## src/rtl/core/uerc_pkg.sv

```systemverilog
// uerc_pkg: shared constants and types for the echo ranging controller
// no dependencies; imported by uerc_seq and ultrasonic_echo_ranging_controller

package uerc_pkg;

    localparam int CNT_W  = 16;
    localparam int TRIG_W = 10;
    localparam int DIST_W = 14;
    localparam int STAT_W = 2;
    localparam int CFG_W  = 16;
    localparam int IDX_W  = 2;

    // register indexes
    localparam logic [IDX_W-1:0] REG_TRIGGER_PULSE = 2'd0;
    localparam logic [IDX_W-1:0] REG_RISE_TIMEOUT  = 2'd1;
    localparam logic [IDX_W-1:0] REG_FALL_TIMEOUT  = 2'd2;
    localparam logic [IDX_W-1:0] REG_MAX_ECHO      = 2'd3;

    localparam logic [TRIG_W-1:0] TRIGGER_PULSE_RST = 10'd10;
    localparam logic [CNT_W-1:0]  RISE_TIMEOUT_RST  = 16'd20000;
    localparam logic [CNT_W-1:0]  FALL_TIMEOUT_RST  = 16'd50000;
    localparam logic [CNT_W-1:0]  MAX_ECHO_RST      = 16'd40438;

    // phase codes
    localparam logic [1:0] PH_IDLE      = 2'd0;
    localparam logic [1:0] PH_TRIGGER   = 2'd1;
    localparam logic [1:0] PH_WAIT_RISE = 2'd2;
    localparam logic [1:0] PH_WAIT_FALL = 2'd3;

    // status codes
    localparam logic [STAT_W-1:0] ST_OK           = 2'd0;
    localparam logic [STAT_W-1:0] ST_RISE_TIMEOUT = 2'd1;
    localparam logic [STAT_W-1:0] ST_FALL_TIMEOUT = 2'd2;
    localparam logic [STAT_W-1:0] ST_TOO_LONG     = 2'd3;

    localparam logic [0:0] KIND_TICK  = 1'b0;
    localparam logic [0:0] KIND_START = 1'b1;

    // width to mm: floor(w * TICK_NS * 106 / 617176) as multiply and shift
    localparam longint unsigned TICK_NS   = 1000;
    localparam longint unsigned SOUND_NUM = 106;
    localparam longint unsigned SOUND_DEN = 617176;
    localparam int              MM_SHIFT  = 33;
    localparam int              MM_MULT_W = 31;
    localparam longint unsigned MM_MULT_L =
        (TICK_NS * SOUND_NUM * (64'd1 << MM_SHIFT) + SOUND_DEN - 1) / SOUND_DEN;
    localparam logic [MM_MULT_W-1:0] MM_MULT = MM_MULT_W'(MM_MULT_L);
    localparam int              MM_PROD_W = CNT_W + MM_MULT_W;

    typedef struct packed {
        logic              trig;
        logic              busy;
        logic              done;
        logic [STAT_W-1:0] status;
        logic              dist_en;
        logic [CNT_W-1:0]  width;
    } uerc_res_t;

endpackage

```

## src/rtl/core/ultrasonic_echo_ranging_controller.sv

```systemverilog
// ultrasonic_echo_ranging_controller: top level, config registers, two-stage result path
// depends on uerc_pkg and uerc_seq
// result path: an accepted word is registered in stage 1, then in the stage 2 output registers
// throughput: one word per cycle while out_ready does not stall the output; the width-to-mm multiply has its own stage
// reset: registers return to defaults, phase idle, counter zero, both stages empty

module ultrasonic_echo_ranging_controller
    import uerc_pkg::*;
(
    input  logic              clk,
    input  logic              rst_n,
    input  logic              in_valid,
    output logic              in_ready,
    input  logic              kind,
    input  logic              echo_level,
    output logic              out_valid,
    input  logic              out_ready,
    output logic              trig_level,
    output logic              busy_res,
    output logic              done_res,
    output logic [STAT_W-1:0] status,
    output logic [DIST_W-1:0] range_mm,
    input  logic              cfg_write_en,
    input  logic [IDX_W-1:0]  cfg_index,
    input  logic [CFG_W-1:0]  cfg_data
);

    logic [TRIG_W-1:0]    trig_ticks_reg;
    logic [CNT_W-1:0]     rise_to_reg;
    logic [CNT_W-1:0]     fall_to_reg;
    logic [CNT_W-1:0]     max_echo_reg;

    uerc_res_t            seq_res;
    uerc_res_t            s1_reg;
    logic                 s1_valid_reg;
    logic                 out_valid_reg;
    logic                 out_adv;
    logic                 s1_adv;
    logic                 take;
    logic [MM_PROD_W-1:0] mm_prod;

    logic                 trig_reg;
    logic                 busy_reg;
    logic                 done_reg;
    logic [STAT_W-1:0]    status_reg;
    logic [DIST_W-1:0]    dist_reg;

    assign out_adv  = !out_valid_reg || out_ready;
    assign s1_adv   = !s1_valid_reg || out_adv;
    assign in_ready = s1_adv;
    assign take     = in_valid && s1_adv;

    // config registers
    always_ff @(posedge clk or negedge rst_n)
    begin
        if (!rst_n)
        begin
            trig_ticks_reg <= TRIGGER_PULSE_RST;
            rise_to_reg    <= RISE_TIMEOUT_RST;
            fall_to_reg    <= FALL_TIMEOUT_RST;
            max_echo_reg   <= MAX_ECHO_RST;
        end
        else if (cfg_write_en)
        begin
            case (cfg_index)
                REG_TRIGGER_PULSE: trig_ticks_reg <= cfg_data[TRIG_W-1:0];
                REG_RISE_TIMEOUT:  rise_to_reg    <= cfg_data;
                REG_FALL_TIMEOUT:  fall_to_reg    <= cfg_data;
                REG_MAX_ECHO:      max_echo_reg   <= cfg_data;
                default:           max_echo_reg   <= max_echo_reg;
            endcase
        end
    end

    uerc_seq u_seq (
        .clk                 (clk),
        .rst_n               (rst_n),
        .take                (take),
        .kind                (kind),
        .echo_level          (echo_level),
        .trigger_pulse_ticks (trig_ticks_reg),
        .rise_timeout_ticks  (rise_to_reg),
        .fall_timeout_ticks  (fall_to_reg),
        .max_echo_ticks      (max_echo_reg),
        .res                 (seq_res)
    );

    // stage 1: sequencer result
    always_ff @(posedge clk or negedge rst_n)
    begin
        if (!rst_n)
            s1_valid_reg <= 1'b0;
        else if (s1_adv)
            s1_valid_reg <= in_valid;
    end

    always_ff @(posedge clk)
    begin
        if (take)
            s1_reg <= seq_res;
    end

    // stage 2: scale pulse width to mm
    assign mm_prod = MM_PROD_W'(s1_reg.width) * MM_PROD_W'(MM_MULT);

    always_ff @(posedge clk or negedge rst_n)
    begin
        if (!rst_n)
            out_valid_reg <= 1'b0;
        else if (out_adv)
            out_valid_reg <= s1_valid_reg;
    end

    always_ff @(posedge clk)
    begin
        if (out_adv && s1_valid_reg)
        begin
            trig_reg   <= s1_reg.trig;
            busy_reg   <= s1_reg.busy;
            done_reg   <= s1_reg.done;
            status_reg <= s1_reg.status;
            dist_reg   <= s1_reg.dist_en ? mm_prod[MM_SHIFT +: DIST_W] : '0;
        end
    end

    assign out_valid  = out_valid_reg;
    assign trig_level = trig_reg;
    assign busy_res   = busy_reg;
    assign done_res   = done_reg;
    assign status     = status_reg;
    assign range_mm   = dist_reg;

    a_done_not_busy: assert property (@(posedge clk) disable iff (!rst_n)
        out_valid && done_res |-> !busy_res)
        else $error("finished measurement still reports busy");

    a_status_needs_done: assert property (@(posedge clk) disable iff (!rst_n)
        out_valid && (status != ST_OK) |-> done_res)
        else $error("nonzero status without done");

    a_dist_only_ok: assert property (@(posedge clk) disable iff (!rst_n)
        out_valid && (range_mm != '0) |-> done_res && (status == ST_OK))
        else $error("distance on a result that is not a good measurement");

    a_s1_held: assert property (@(posedge clk) disable iff (!rst_n)
        s1_valid_reg && !out_adv |=> s1_valid_reg && $stable(s1_reg))
        else $error("stage 1 word lost while output stalled");

endmodule

```

## src/rtl/core/uerc_seq.sv

```systemverilog
// uerc_seq: measurement phase sequencer and tick counter
// depends on uerc_pkg

module uerc_seq
    import uerc_pkg::*;
(
    input  logic              clk,
    input  logic              rst_n,
    input  logic              take,
    input  logic              kind,
    input  logic              echo_level,
    input  logic [TRIG_W-1:0] trigger_pulse_ticks,
    input  logic [CNT_W-1:0]  rise_timeout_ticks,
    input  logic [CNT_W-1:0]  fall_timeout_ticks,
    input  logic [CNT_W-1:0]  max_echo_ticks,
    output uerc_res_t         res
);

    logic [1:0]       phase_reg;
    logic [1:0]       phase_next;
    logic [CNT_W-1:0] count_reg;
    logic [CNT_W-1:0] count_next;
    logic [CNT_W-1:0] count_inc;
    logic [CNT_W-1:0] count_sat;

    assign count_inc = count_reg + 16'd1;
    assign count_sat = (count_reg == {CNT_W{1'b1}}) ? count_reg : count_inc;

    always_comb
    begin
        phase_next  = phase_reg;
        count_next  = count_reg;
        res         = '0;
        if (kind == KIND_START)
        begin
            if (phase_reg == PH_IDLE)
            begin
                phase_next = PH_TRIGGER;
                count_next = '0;
                res.trig   = 1'b1;
            end
            else
            begin
                res.trig = (phase_reg == PH_TRIGGER);
            end
        end
        else
        begin
            case (phase_reg)
                PH_TRIGGER:
                begin
                    res.trig   = 1'b1;
                    count_next = count_inc;
                    if (count_inc >= {{(CNT_W-TRIG_W){1'b0}}, trigger_pulse_ticks})
                    begin
                        phase_next = PH_WAIT_RISE;
                        count_next = '0;
                    end
                end
                PH_WAIT_RISE:
                begin
                    if (echo_level)
                    begin
                        phase_next = PH_WAIT_FALL;
                        count_next = 16'd1;
                    end
                    else
                    begin
                        count_next = count_sat;
                        if (count_sat >= rise_timeout_ticks)
                        begin
                            res.done   = 1'b1;
                            res.status = ST_RISE_TIMEOUT;
                            phase_next = PH_IDLE;
                            count_next = '0;
                        end
                    end
                end
                PH_WAIT_FALL:
                begin
                    if (!echo_level)
                    begin
                        res.done  = 1'b1;
                        res.width = count_reg;
                        if (count_reg > max_echo_ticks)
                            res.status = ST_TOO_LONG;
                        else
                            res.dist_en = 1'b1;
                        phase_next = PH_IDLE;
                        count_next = '0;
                    end
                    else
                    begin
                        count_next = count_sat;
                        if (count_sat >= fall_timeout_ticks)
                        begin
                            res.done   = 1'b1;
                            res.status = ST_FALL_TIMEOUT;
                            phase_next = PH_IDLE;
                            count_next = '0;
                        end
                    end
                end
                default:
                begin
                    phase_next = phase_reg;
                end
            endcase
        end
        res.busy = (phase_next != PH_IDLE);
    end

    always_ff @(posedge clk or negedge rst_n)
    begin
        if (!rst_n)
        begin
            phase_reg <= PH_IDLE;
            count_reg <= '0;
        end
        else if (take)
        begin
            phase_reg <= phase_next;
            count_reg <= count_next;
        end
    end

endmodule
```

## config.mk

```make
export PLATFORM = sky130hd
export DESIGN_NAME = ultrasonic_echo_ranging_controller
export DESIGN_NICKNAME = d
export VERILOG_FILES = /design/src/rtl/core/uerc_pkg.sv /design/src/rtl/core/ultrasonic_echo_ranging_controller.sv /design/src/rtl/core/uerc_seq.sv
export SDC_FILE = /design/constraint.sdc
export NUM_CORES = 1
export LEC_CHECK = 0
export BUFFER_PORTS_ARGS = -buffer_cell sky130_fd_sc_hd__buf_4
export CAP_MARGIN = 25
export CORE_ASPECT_RATIO = 0.75
export CORE_MARGIN = 2
export CORE_UTILIZATION = 40
export CTS_BUF_LIST = sky130_fd_sc_hd__clkbuf_2 sky130_fd_sc_hd__clkbuf_4 sky130_fd_sc_hd__clkbuf_8
export CTS_CLUSTER_DIAMETER = 80
export DETAILED_ROUTE_END_ITERATION = 6
export PLACE_DENSITY = 0.62
export SLEW_MARGIN = 10
export SYNTH_ARGS = -nofsm -noshare
export SYNTH_HDL_FRONTEND = slang
export SYNTH_SLANG_ARGS = --single-unit
```

## constraint.sdc

```tcl
create_clock -name clk -period 6.8 [get_ports clk]
set_input_delay 0.68 -clock clk [delete_from_list [all_inputs] [get_ports clk]]
set_output_delay 0.68 -clock clk [all_outputs]
set_load 0.03 [all_outputs]
```

==> results of run 1 <==
-- cells by family after synthesis --
family / Yosys count / share of synthesized area
compound gates: 199 / 0.0857
mux: 52 / 0.0393
xor+xnor: 24 / 0.0142
simple gates: 260 / 0.0928
buf+inv: 385 / 0.0977
flops: 119 / 0.216
fa+ha+maj: 416 / 0.454
-- placed cells by master (no fill, tap or decap), types with 7 or more instances in the layout --
cell type / instances
and3_1: 11
xor2_1: 7
and2_1: 30
a21oi_1: 48
o21bai_1: 8
buf_4: 86
or2_2: 8
nor2_1: 46
clkbuf_8: 18
dfstp_2: 24
nand2_1: 56
o211ai_1: 7
a211oi_1: 11
edfxtp_1: 41
dfrtp_1: 54
nand3_1: 25
nand2b_1: 21
fa_1: 203
xnor2_1: 17
nand4_1: 16
ha_1: 211
o21ai_0: 50
nor2b_1: 9
a31oi_1: 9
mux2_2: 50
inv_1: 366
a21o_1: 17
-- worst reg2reg max path, delay by kind of cell (launching register included) --
kind            cells  cell delay, ns
flops               1            0.50
buf+inv             6            0.72
fa+ha+maj           7            3.40
compound gates      6            1.10
simple gates        2            0.48
-- layout make-up --
| cell class | instances | share of cell area |
|---|---|---|
| timing repair buffer | 88 | 0.0414 |
| multi-input combinational | 951 | 0.618 |
| inverter | 367 | 0.0833 |
| tap | 504 | 0.0381 |
| clock buffer | 21 | 0.0163 |
| clock inverter | 11 | 0.00886 |
| sequential | 119 | 0.194 |
-- routing by layer --
metal | wire, microns | up-vias | global-route usage
li1 | - | 4908 | -
met1 | 19700 | 5183 | 0.328
met2 | 15000 | 331 | 0.277
met3 | 3540 | 33 | 0.0709
met4 | 505 | 0 | 0.0432
met5 | 0 | - | 0
-- how the worst max path moves through the flow --
stage                   end  startpoint
5_1_grt        range_mm[10]   s1_reg[9]
3_5_place_dp   range_mm[10]  s1_reg[14]
6_report       range_mm[10]  s1_reg[10]
2_1_floorplan  range_mm[10]   s1_reg[8]
4_1_cts        range_mm[10]  s1_reg[14]
3_3_place_gp   range_mm[10]  s1_reg[14]
-- per-stage QoR --
stage,setup slack (ns),cells,utilization
floorplan,0.591,1455,-
global placement,0.272,2023,0.435
detailed placement,0.184,2024,0.435
CTS,0.152,2056,0.446
global route,0.0306,2061,0.448
finish,0.361,2061,0.448
-- what timing repair did --
item / in CTS / in global routing
gates resized for setup: 0 / 5
endpoints found under the setup margin: 0 / 6
setup buffers: 0 / 4
hold endpoints to repair: 0 / 0
==> results by group, run 1 <==
STA
  • Pins Over Slew Limit: 0
  • Worst Skew: 0.0205 ns
  • RSZ-0062 raised after global routing: false
  • Final worst-path cycle share: 0.947
  • Total negative setup slack: 0 ns
  • F_max: 155 MHz
  • Final hold vios: 0
  • Slew Limit Headroom: 0.295
  • WHS: 0.147 ns
  • Final Critical Period: 6.44 ns
  • Slew @ Worst Pin: 1.06 ns
  • Endpoints failing setup: 0

Critical path
  • Reg2Reg Capture Point: range_mm[10]
  • R2r setup slk: 0.36 ns
  • WP data arrival: 6.66 ns
  • Crit path launch type: flip-flop
  • Slowest cell delay on critical path: 0.57 ns
  • Crit. End Element: flip-flop
  • Crit Path Class: flip-flop to flip-flop
  • CP max stage cell: fa_1
  • Delay-heaviest family, CP: adder cells
  • Worst EP required: 7.02 ns
  • CP Cell Sequence: ha_1 > inv_1 > fa_1 > fa_1 > inv_1 > fa_1 > inv_1 > fa_1 > inv_1 > fa_1 > ha_1 > a21oi_1 > o21ai_0 > a211oi_1 > a211oi_1 > buf_4 > o31ai_1 > buf_4 > a31oi_1 > or3_1 > and3_1
  • Worst path depth: 21
  • Top cell by count, worst path: fa_1
  • Buf/Inv on CP: 6
  • Worst-path maximum fanout: 6
  • R2r worst-path depth: 21
  • Reg-to-Reg Start: s1_reg[10]

Clock tree
  • Root buffer cell: clkbuf_8
  • CTS tree: built
  • H-Tree Depth: 4
  • CTS max path bufs: 2
  • Clk slew on worst S/H paths: 0.08 ns
  • Clk sinks: 119
  • Post-CTS Hold Buffers: 0
  • TritonCTS Buffers: 17
  • Worst-Skew Late Latency: 0.48 ns

Logic synthesis
  • Post-synth EDFFs: 41
  • Sequential area share after synthesis: 0.216
  • Synth Cell Area: 14900 sq um
  • Area contributors post-synth: fa_1, ha_1, inv_1, dfrtp_1, edfxtp_1
  • Top-count cell post-synth: inv_1
  • Avg Cell Area, Syn: 10.2 sq um
  • Top_reg_cell synth: dfrtp_1
  • Synth top area share: 0.276
  • Synth top cells by count: inv_1, ha_1, fa_1
  • Yosys warns: 0
  • Async SR Flop Fraction: 0.655
  • Largest area contributor in the netlist: fa_1
  • Yosys cell types: 67
  • Cells after Synth: 1455
  • Syn nets: 1896
  • Yosys reg bits: 119

Die
  • Core outline area: 36900 sq um
  • Die H: 171 microns
  • Row Count: 61
  • Die width: 227 microns
  • # IOs: 46
  • Die ar.: 38700 sq um
  • Initial core utilization: 0.403

Cells and area
  • Diodes inserted: 0
  • Sequential Area: 3210 sq um
  • Area occupied by multi-input gates: 10200 sq um
  • Design area: 16500 sq um
  • Area delta synth->final: 11.3%
  • Largest register FFs: 22
  • Share of layout cells above drive strength 1: 0.138
  • Fillers: 3541
  • Final Net Count: 1985

Route
  • Via/cell ratio: 5.07
  • DR WL/cell: 18.8 microns
  • Number of iterations in the first detailed-routing pass: 6
  • Vias: 10500
  • DRC: 0
  • Initial DRC count: 759
  • Antenna Nets Post-Route: 0
  • Final WL: 38700 microns

Place
  • Detailed placement HPWL: 33600 microns
  • Placed cell area: 16000 sq um
  • Gpl congestion: 0.983
  • I/O Buffers: 45

Job
  • Max-cap violations: 0

Min path
  • Tightest Hold Check Type: primary input to asynchronous set/reset pin

GRT
  • Largest net degree at the start of global routing: 79
  • Global-route wire length before repair: 60600 microns
  • GRT overflow: 0
  • Initial antenna violation count: 0
  • Number of global-route vias before repair: 10500
  • GRT Resource Usage Total: 0.210

Run status
  • Status: finished clean
Power of run 1 is left out: the tool's default activity adds up to more than one toggle a clock period on the data nets, which glitch-free logic cannot reach.
==> run 2: changes to the inputs <==
--- a/config.mk
+++ b/config.mk
@@ -10,7 +10,7 @@
 export CORE_ASPECT_RATIO = 0.75
 export CORE_MARGIN = 2
 export CORE_UTILIZATION = 40
-export CTS_BUF_LIST = sky130_fd_sc_hd__clkbuf_2 sky130_fd_sc_hd__clkbuf_4 sky130_fd_sc_hd__clkbuf_8
+export CTS_BUF_LIST = sky130_fd_sc_hd__clkbuf_4 sky130_fd_sc_hd__clkbuf_8 sky130_fd_sc_hd__clkbuf_16
 export CTS_CLUSTER_DIAMETER = 80
 export DETAILED_ROUTE_END_ITERATION = 6
 export PLACE_DENSITY = 0.62
==> run 2 against run 1 <==
Wire length up 0.48%. Final cell count unchanged. First-iteration DRC count up 5.0%. Register-to-register slack better by 0.03 ns. Critical path type unchanged.
==> results by group, run 2 (synthesis results as in run 1) <==
Critical path
  • Worst path depth: 21
  • Crit. End Element: flip-flop
  • Worst EP required: 6.99 ns
  • Slowest cell delay on critical path: 0.57 ns
  • CP Cell Sequence: ha_1 > inv_1 > fa_1 > fa_1 > inv_1 > fa_1 > inv_1 > fa_1 > inv_1 > fa_1 > ha_1 > a21oi_1 > o21ai_0 > a211oi_1 > a211oi_1 > buf_4 > o31ai_1 > buf_4 > a31oi_1 > or3_1 > and3_1
  • Buf/Inv on CP: 6
  • Crit Path Class: flip-flop to flip-flop
  • Worst-path maximum fanout: 6
  • CP max stage cell: fa_1
  • Crit path launch type: flip-flop
  • Delay-heaviest family, CP: adder cells
  • Top cell by count, worst path: fa_1
  • WP data arrival: 6.60 ns
  • R2r worst-path depth: 21

GRT
  • Initial antenna violation count: 0
  • Most Crowded Layer GR: met1
  • GRT Resource Usage Total: 0.212
  • Met2 Use GR: 0.280
  • Global-route wire length before repair: 60900 microns
  • Largest net degree at the start of global routing: 79
  • Met3 Track Usage GR: 0.0725
  • GRT overflow: 0
  • Number of global-route vias before repair: 10600
  • GR Util met1: 0.326

Route
  • Initial DRC count: 797
  • Number of iterations in the first detailed-routing pass: 5
  • Vias: 10400
  • DRC: 0
  • Antenna Nets Post-Route: 0
  • Via/cell ratio: 5.06
  • DR WL/cell: 18.9 microns
  • Final WL: 38900 microns

Clock tree
  • CTS tree: built
  • Root buffer cell: clkbuf_16
  • CTS max path bufs: 2
  • Clk slew on worst S/H paths: 0.06 ns
  • Post-CTS Hold Buffers: 0
  • H-Tree Depth: 4
  • Worst-Skew Late Latency: 0.44 ns
  • Clk sinks: 119
  • TritonCTS Buffers: 17

Die
  • Core outline area: 36900 sq um
  • Die H: 171 microns
  • Die width: 227 microns
  • Die ar.: 38700 sq um
  • Initial core utilization: 0.403
  • Row Count: 61
  • # IOs: 46

STA
  • Final Critical Period: 6.41 ns
  • F_max: 156 MHz
  • Slew @ Worst Pin: 1.06 ns
  • Final hold vios: 0
  • Endpoints failing setup: 0
  • Total negative setup slack: 0 ns
  • RSZ-0062 raised after global routing: false
  • Slew Limit Headroom: 0.294
  • Final WS setup: 0.391 ns
  • Worst Skew: 0.0111 ns
  • Final worst-path cycle share: 0.943
  • Pins Over Slew Limit: 0

Job
  • Max-cap violations: 0

Min path
  • Tightest Hold Check Type: primary input to asynchronous set/reset pin

Cells and area
  • Area delta synth->final: 12.5%
  • Leading cell type in the layout, fill and taps excluded: inv_1
  • Largest register FFs: 22
  • Diodes inserted: 0
  • Most frequent cells in the layout: inv_1, ha_1, fa_1
  • Design area: 16700 sq um
  • Final Net Count: 1985
  • Share of layout cells above drive strength 1: 0.138
  • Non-filler cells, final: 2061

Place
  • I/O Buffers: 45
  • Placed cell area: 16000 sq um
  • Detailed placement HPWL: 33600 microns
  • Cells after DPL: 2024
  • Gpl congestion: 0.983
  • Place WS: 0.184 ns

Run status
  • Status: finished clean
## run 2: worst paths after layout
kind                            startpoint               to  slack (ns)
worst max register to register  s1_reg[10]     range_mm[10]        0.39
worst min-delay path                 rst_n   rise_to_reg[6]        0.18
min in group clk                s1_reg[18]        status[1]        0.42
worst max-delay path            s1_reg[10]     range_mm[10]        0.39
worst min register to register  s1_reg[18]        status[1]        0.42
max in group asynchronous            rst_n  fall_to_reg[14]        5.96
## run 2: repair_timing
| action | in CTS | in global routing |
|---|---|---|
| endpoints found under the setup margin | 0 | 6 |
| resized for setup | 0 | 5 |
| setup buffers | 0 | 4 |
## run 2: metal layers
metal  up-vias  wire length (microns)
li1       4901                      -
met1      5156                  19700
met2       339                  15100
met3        33                   3580
met4         0                    510
met5         -                      0
## run 2: area by class of cell
type | instances | area [sq um]
Inverter | 367 | 1380
Clock buffer | 23 | 512
Fill cell | 3518 | 20200
Sequential cell | 119 | 3210
Timing Repair Buffer | 88 | 684
Multi-Input combinational cell | 951 | 10200
Tap cell | 504 | 631
Clock inverter | 9 | 86.3
## run 2: per-stage QoR
| stage | util | hold WS [ns] |
|---|---|---|
| after global placement | 0.435 | 0.410 |
| after global routing | 0.453 | 0.192 |
| after CTS | 0.451 | 0.418 |
| final | 0.453 | 0.181 |
| after floorplan | - | 0.384 |
| after detailed placement | 0.435 | 0.406 |
Power of run 2 is left out for the same reason.
==> run 3: changes to the inputs <==
--- a/config.mk
+++ b/config.mk
@@ -8,12 +8,13 @@
 export BUFFER_PORTS_ARGS = -buffer_cell sky130_fd_sc_hd__buf_4
 export CAP_MARGIN = 25
 export CORE_ASPECT_RATIO = 0.75
-export CORE_MARGIN = 2
+export CORE_MARGIN = 3
 export CORE_UTILIZATION = 40
 export CTS_BUF_LIST = sky130_fd_sc_hd__clkbuf_4 sky130_fd_sc_hd__clkbuf_8 sky130_fd_sc_hd__clkbuf_16
 export CTS_CLUSTER_DIAMETER = 80
 export DETAILED_ROUTE_END_ITERATION = 6
-export PLACE_DENSITY = 0.62
+export PLACE_DENSITY = 0.64
+export RECOVER_POWER = 50
 export SLEW_MARGIN = 10
 export SYNTH_ARGS = -nofsm -noshare
 export SYNTH_HDL_FRONTEND = slang
==> constraint.sdc (replaced) <==
create_clock -name clk -period 5.6 [get_ports clk]
set_input_delay 0.56 -clock clk [delete_from_list [all_inputs] [get_ports clk]]
set_output_delay 0.56 -clock clk [all_outputs]
set_load 0.03 [all_outputs]
==> run 3 against run 2 <==
The flow now finishes with violations (max-capacitance violations, max-slew violations, negative setup slack). Fmax rose by 6.4%. Worst hold slack improved by 0.16 ns. Design area rose by 12%. Register-to-register slack got worse by 0.81 ns. Clock-buffer cell count fell by 2. Final cell count rose by 7.6%. Global-route usage fell by 0.58 points. Non-clock buffer count rose by 165. Sequential share of layout area fell by 2.0 points. Critical endpoint unchanged.
==> results by group, run 3 (synthesis results as in run 1) <==
Clock tree
  • TritonCTS Buffers: 17
  • Worst-Skew Late Latency: 0.43 ns
  • Post-CTS Hold Buffers: 0
  • Clk sinks: 119
  • CTS tree: built
  • H-Tree Depth: 4
  • CTS max path bufs: 2
  • Clk slew on worst S/H paths: 0.06 ns
  • Root buffer cell: clkbuf_16

Critical path
  • Worst-path maximum fanout: 4
  • WP data arrival: 6.21 ns
  • Worst EP required: 5.79 ns
  • R2r worst-path depth: 19
  • Crit. End Element: flip-flop
  • Crit path launch type: flip-flop
  • Crit Path Class: flip-flop to flip-flop
  • R2r setup slk: -0.42 ns

STA
  • Final WS setup: -0.423 ns
  • Final Critical Period: 6.02 ns
  • Final worst-path cycle share: 1.08
  • Slew Limit Headroom: -0.713
  • Total negative setup slack: -4.17 ns
  • RSZ-0062 raised after global routing: true
  • Pins Over Slew Limit: 81
  • Slew @ Worst Pin: 2.57 ns
  • Endpoints failing setup: 14
  • F_max: 166 MHz
  • Worst Skew: 0.00742 ns
  • Final hold vios: 0

Min path
  • Tightest Hold Check Type: primary input to flip-flop
  • Worst hold path depth: 2

Place
  • I/O Buffers: 45
  • Detailed placement HPWL: 33800 microns
  • Placed cell area: 17300 sq um
  • Gpl congestion: 0.997

Die
  • Initial core utilization: 0.410
  • Core outline area: 36300 sq um
  • Row Count: 60
  • Die ar.: 39500 sq um
  • Die H: 173 microns
  • # IOs: 46
  • Die width: 229 microns

Route
  • Number of iterations in the first detailed-routing pass: 5
  • DR WL/cell: 18.0 microns
  • Initial DRC count: 798
  • Final WL: 39900 microns
  • DRC: 0
  • Via/cell ratio: 4.95
  • Antenna Nets Post-Route: 0
  • Vias: 11000

Cells and area
  • Diodes inserted: 0
  • Most frequent cells in the layout: inv_1, buf_4, ha_1
  • Design area: 18700 sq um
  • Share of layout cells above drive strength 1: 0.279
  • Final Net Count: 2150
  • Fillers: 3229
  • Area delta synth->final: 25.6%
  • Largest register FFs: 22
  • Leading cell type in the layout, fill and taps excluded: inv_1

GRT
  • GRT Resource Usage Total: 0.206
  • Largest net degree at the start of global routing: 79
  • Number of global-route vias before repair: 11600
  • Initial antenna violation count: 0
  • GRT overflow: 0
  • Global-route wire length before repair: 63900 microns

Job
  • Max-cap violations: 2

Run status
  • Failing checks: max-capacitance violations, max-slew violations, negative setup slack
  • Status: finished, violations left
-- run 3: changes by cell type in the layout (fill, tap and decap cells not counted), moves of 18 or more --
cell	previous run	this run
buf_4	86	216
inv_2	1	21
clkbuf_1	0	18
ha_4	0	20
ha_1	211	189
inv_1	366	345
buf_6	1	19
-- run 3: cell type report --
| type | instances | area, sq um | share of cell area |
|---|---|---|---|
| Clock inverter | 11 | 153 | 0.00818 |
| Clock buffer | 21 | 497 | 0.0266 |
| Sequential cell | 119 | 3210 | 0.172 |
| Timing Repair Buffer | 253 | 1900 | 0.102 |
| Inverter | 367 | 1380 | 0.0740 |
| Multi-Input combinational cell | 951 | 10900 | 0.584 |
| Tap cell | 496 | 621 | 0.0333 |
-- run 3: what timing repair did --
action                     4_1_cts  5_1_grt
setup endpoints to repair       14       14
pin swaps                       81       32
setup buffers                   26        6
hold endpoints to repair         0        0
gates resized for setup         75       52
-- run 3: per-layer routing --
metal  up-vias  share of wire  GRT usage
li1       5228              -          -
met1      5438           0.49      0.306
met2       287           0.43      0.303
met3        35          0.070     0.0542
met4         0          0.012     0.0428
met5         -              0          0
-- run 3: final timing paths --
check,start,endpoint
worst max-delay path,s1_reg[9],range_mm[10]
worst min-delay path,in_valid,s1_valid_reg
worst max register to register,s1_reg[9],range_mm[10]
worst min register to register,s1_reg[20],busy_res
max in group asynchronous,rst_n,u_seq.count_reg[0]
min in group asynchronous,rst_n,rise_to_reg[8]
-- run 3: metrics by stage --
stage | hold WS [ns] | setup WS [ns] | cells | util
after floorplan | 0.264 | -0.202 | 1455 | -
after global placement | 0.409 | -0.632 | 2154 | 0.477
after detailed placement | 0.407 | -0.639 | 2155 | 0.477
after CTS | 0.324 | -0.401 | 2213 | 0.509
after global routing | 0.338 | -0.633 | 2218 | 0.514
final | 0.337 | -0.423 | 2218 | 0.514
-- run 3: worst max-delay path, stage by stage (launching register included) --
cell and delay (ns):
edfxtp_1 0.45, fa_2 0.55, buf_4 0.16, buf_4 0.12, buf_4 0.14, fa_2 0.37
fa_1 0.64, inv_2 0.07, fa_1 0.54, inv_1 0.05, fa_1 0.46, fa_1 0.39
ha_1 0.35, a21oi_2 0.16, o21bai_1 0.07, a21o_1 0.21, a311oi_2 0.39, a31oi_2 0.16
or3_1 0.32, and3_1 0.16
Power of run 3 is left out for the same reason.
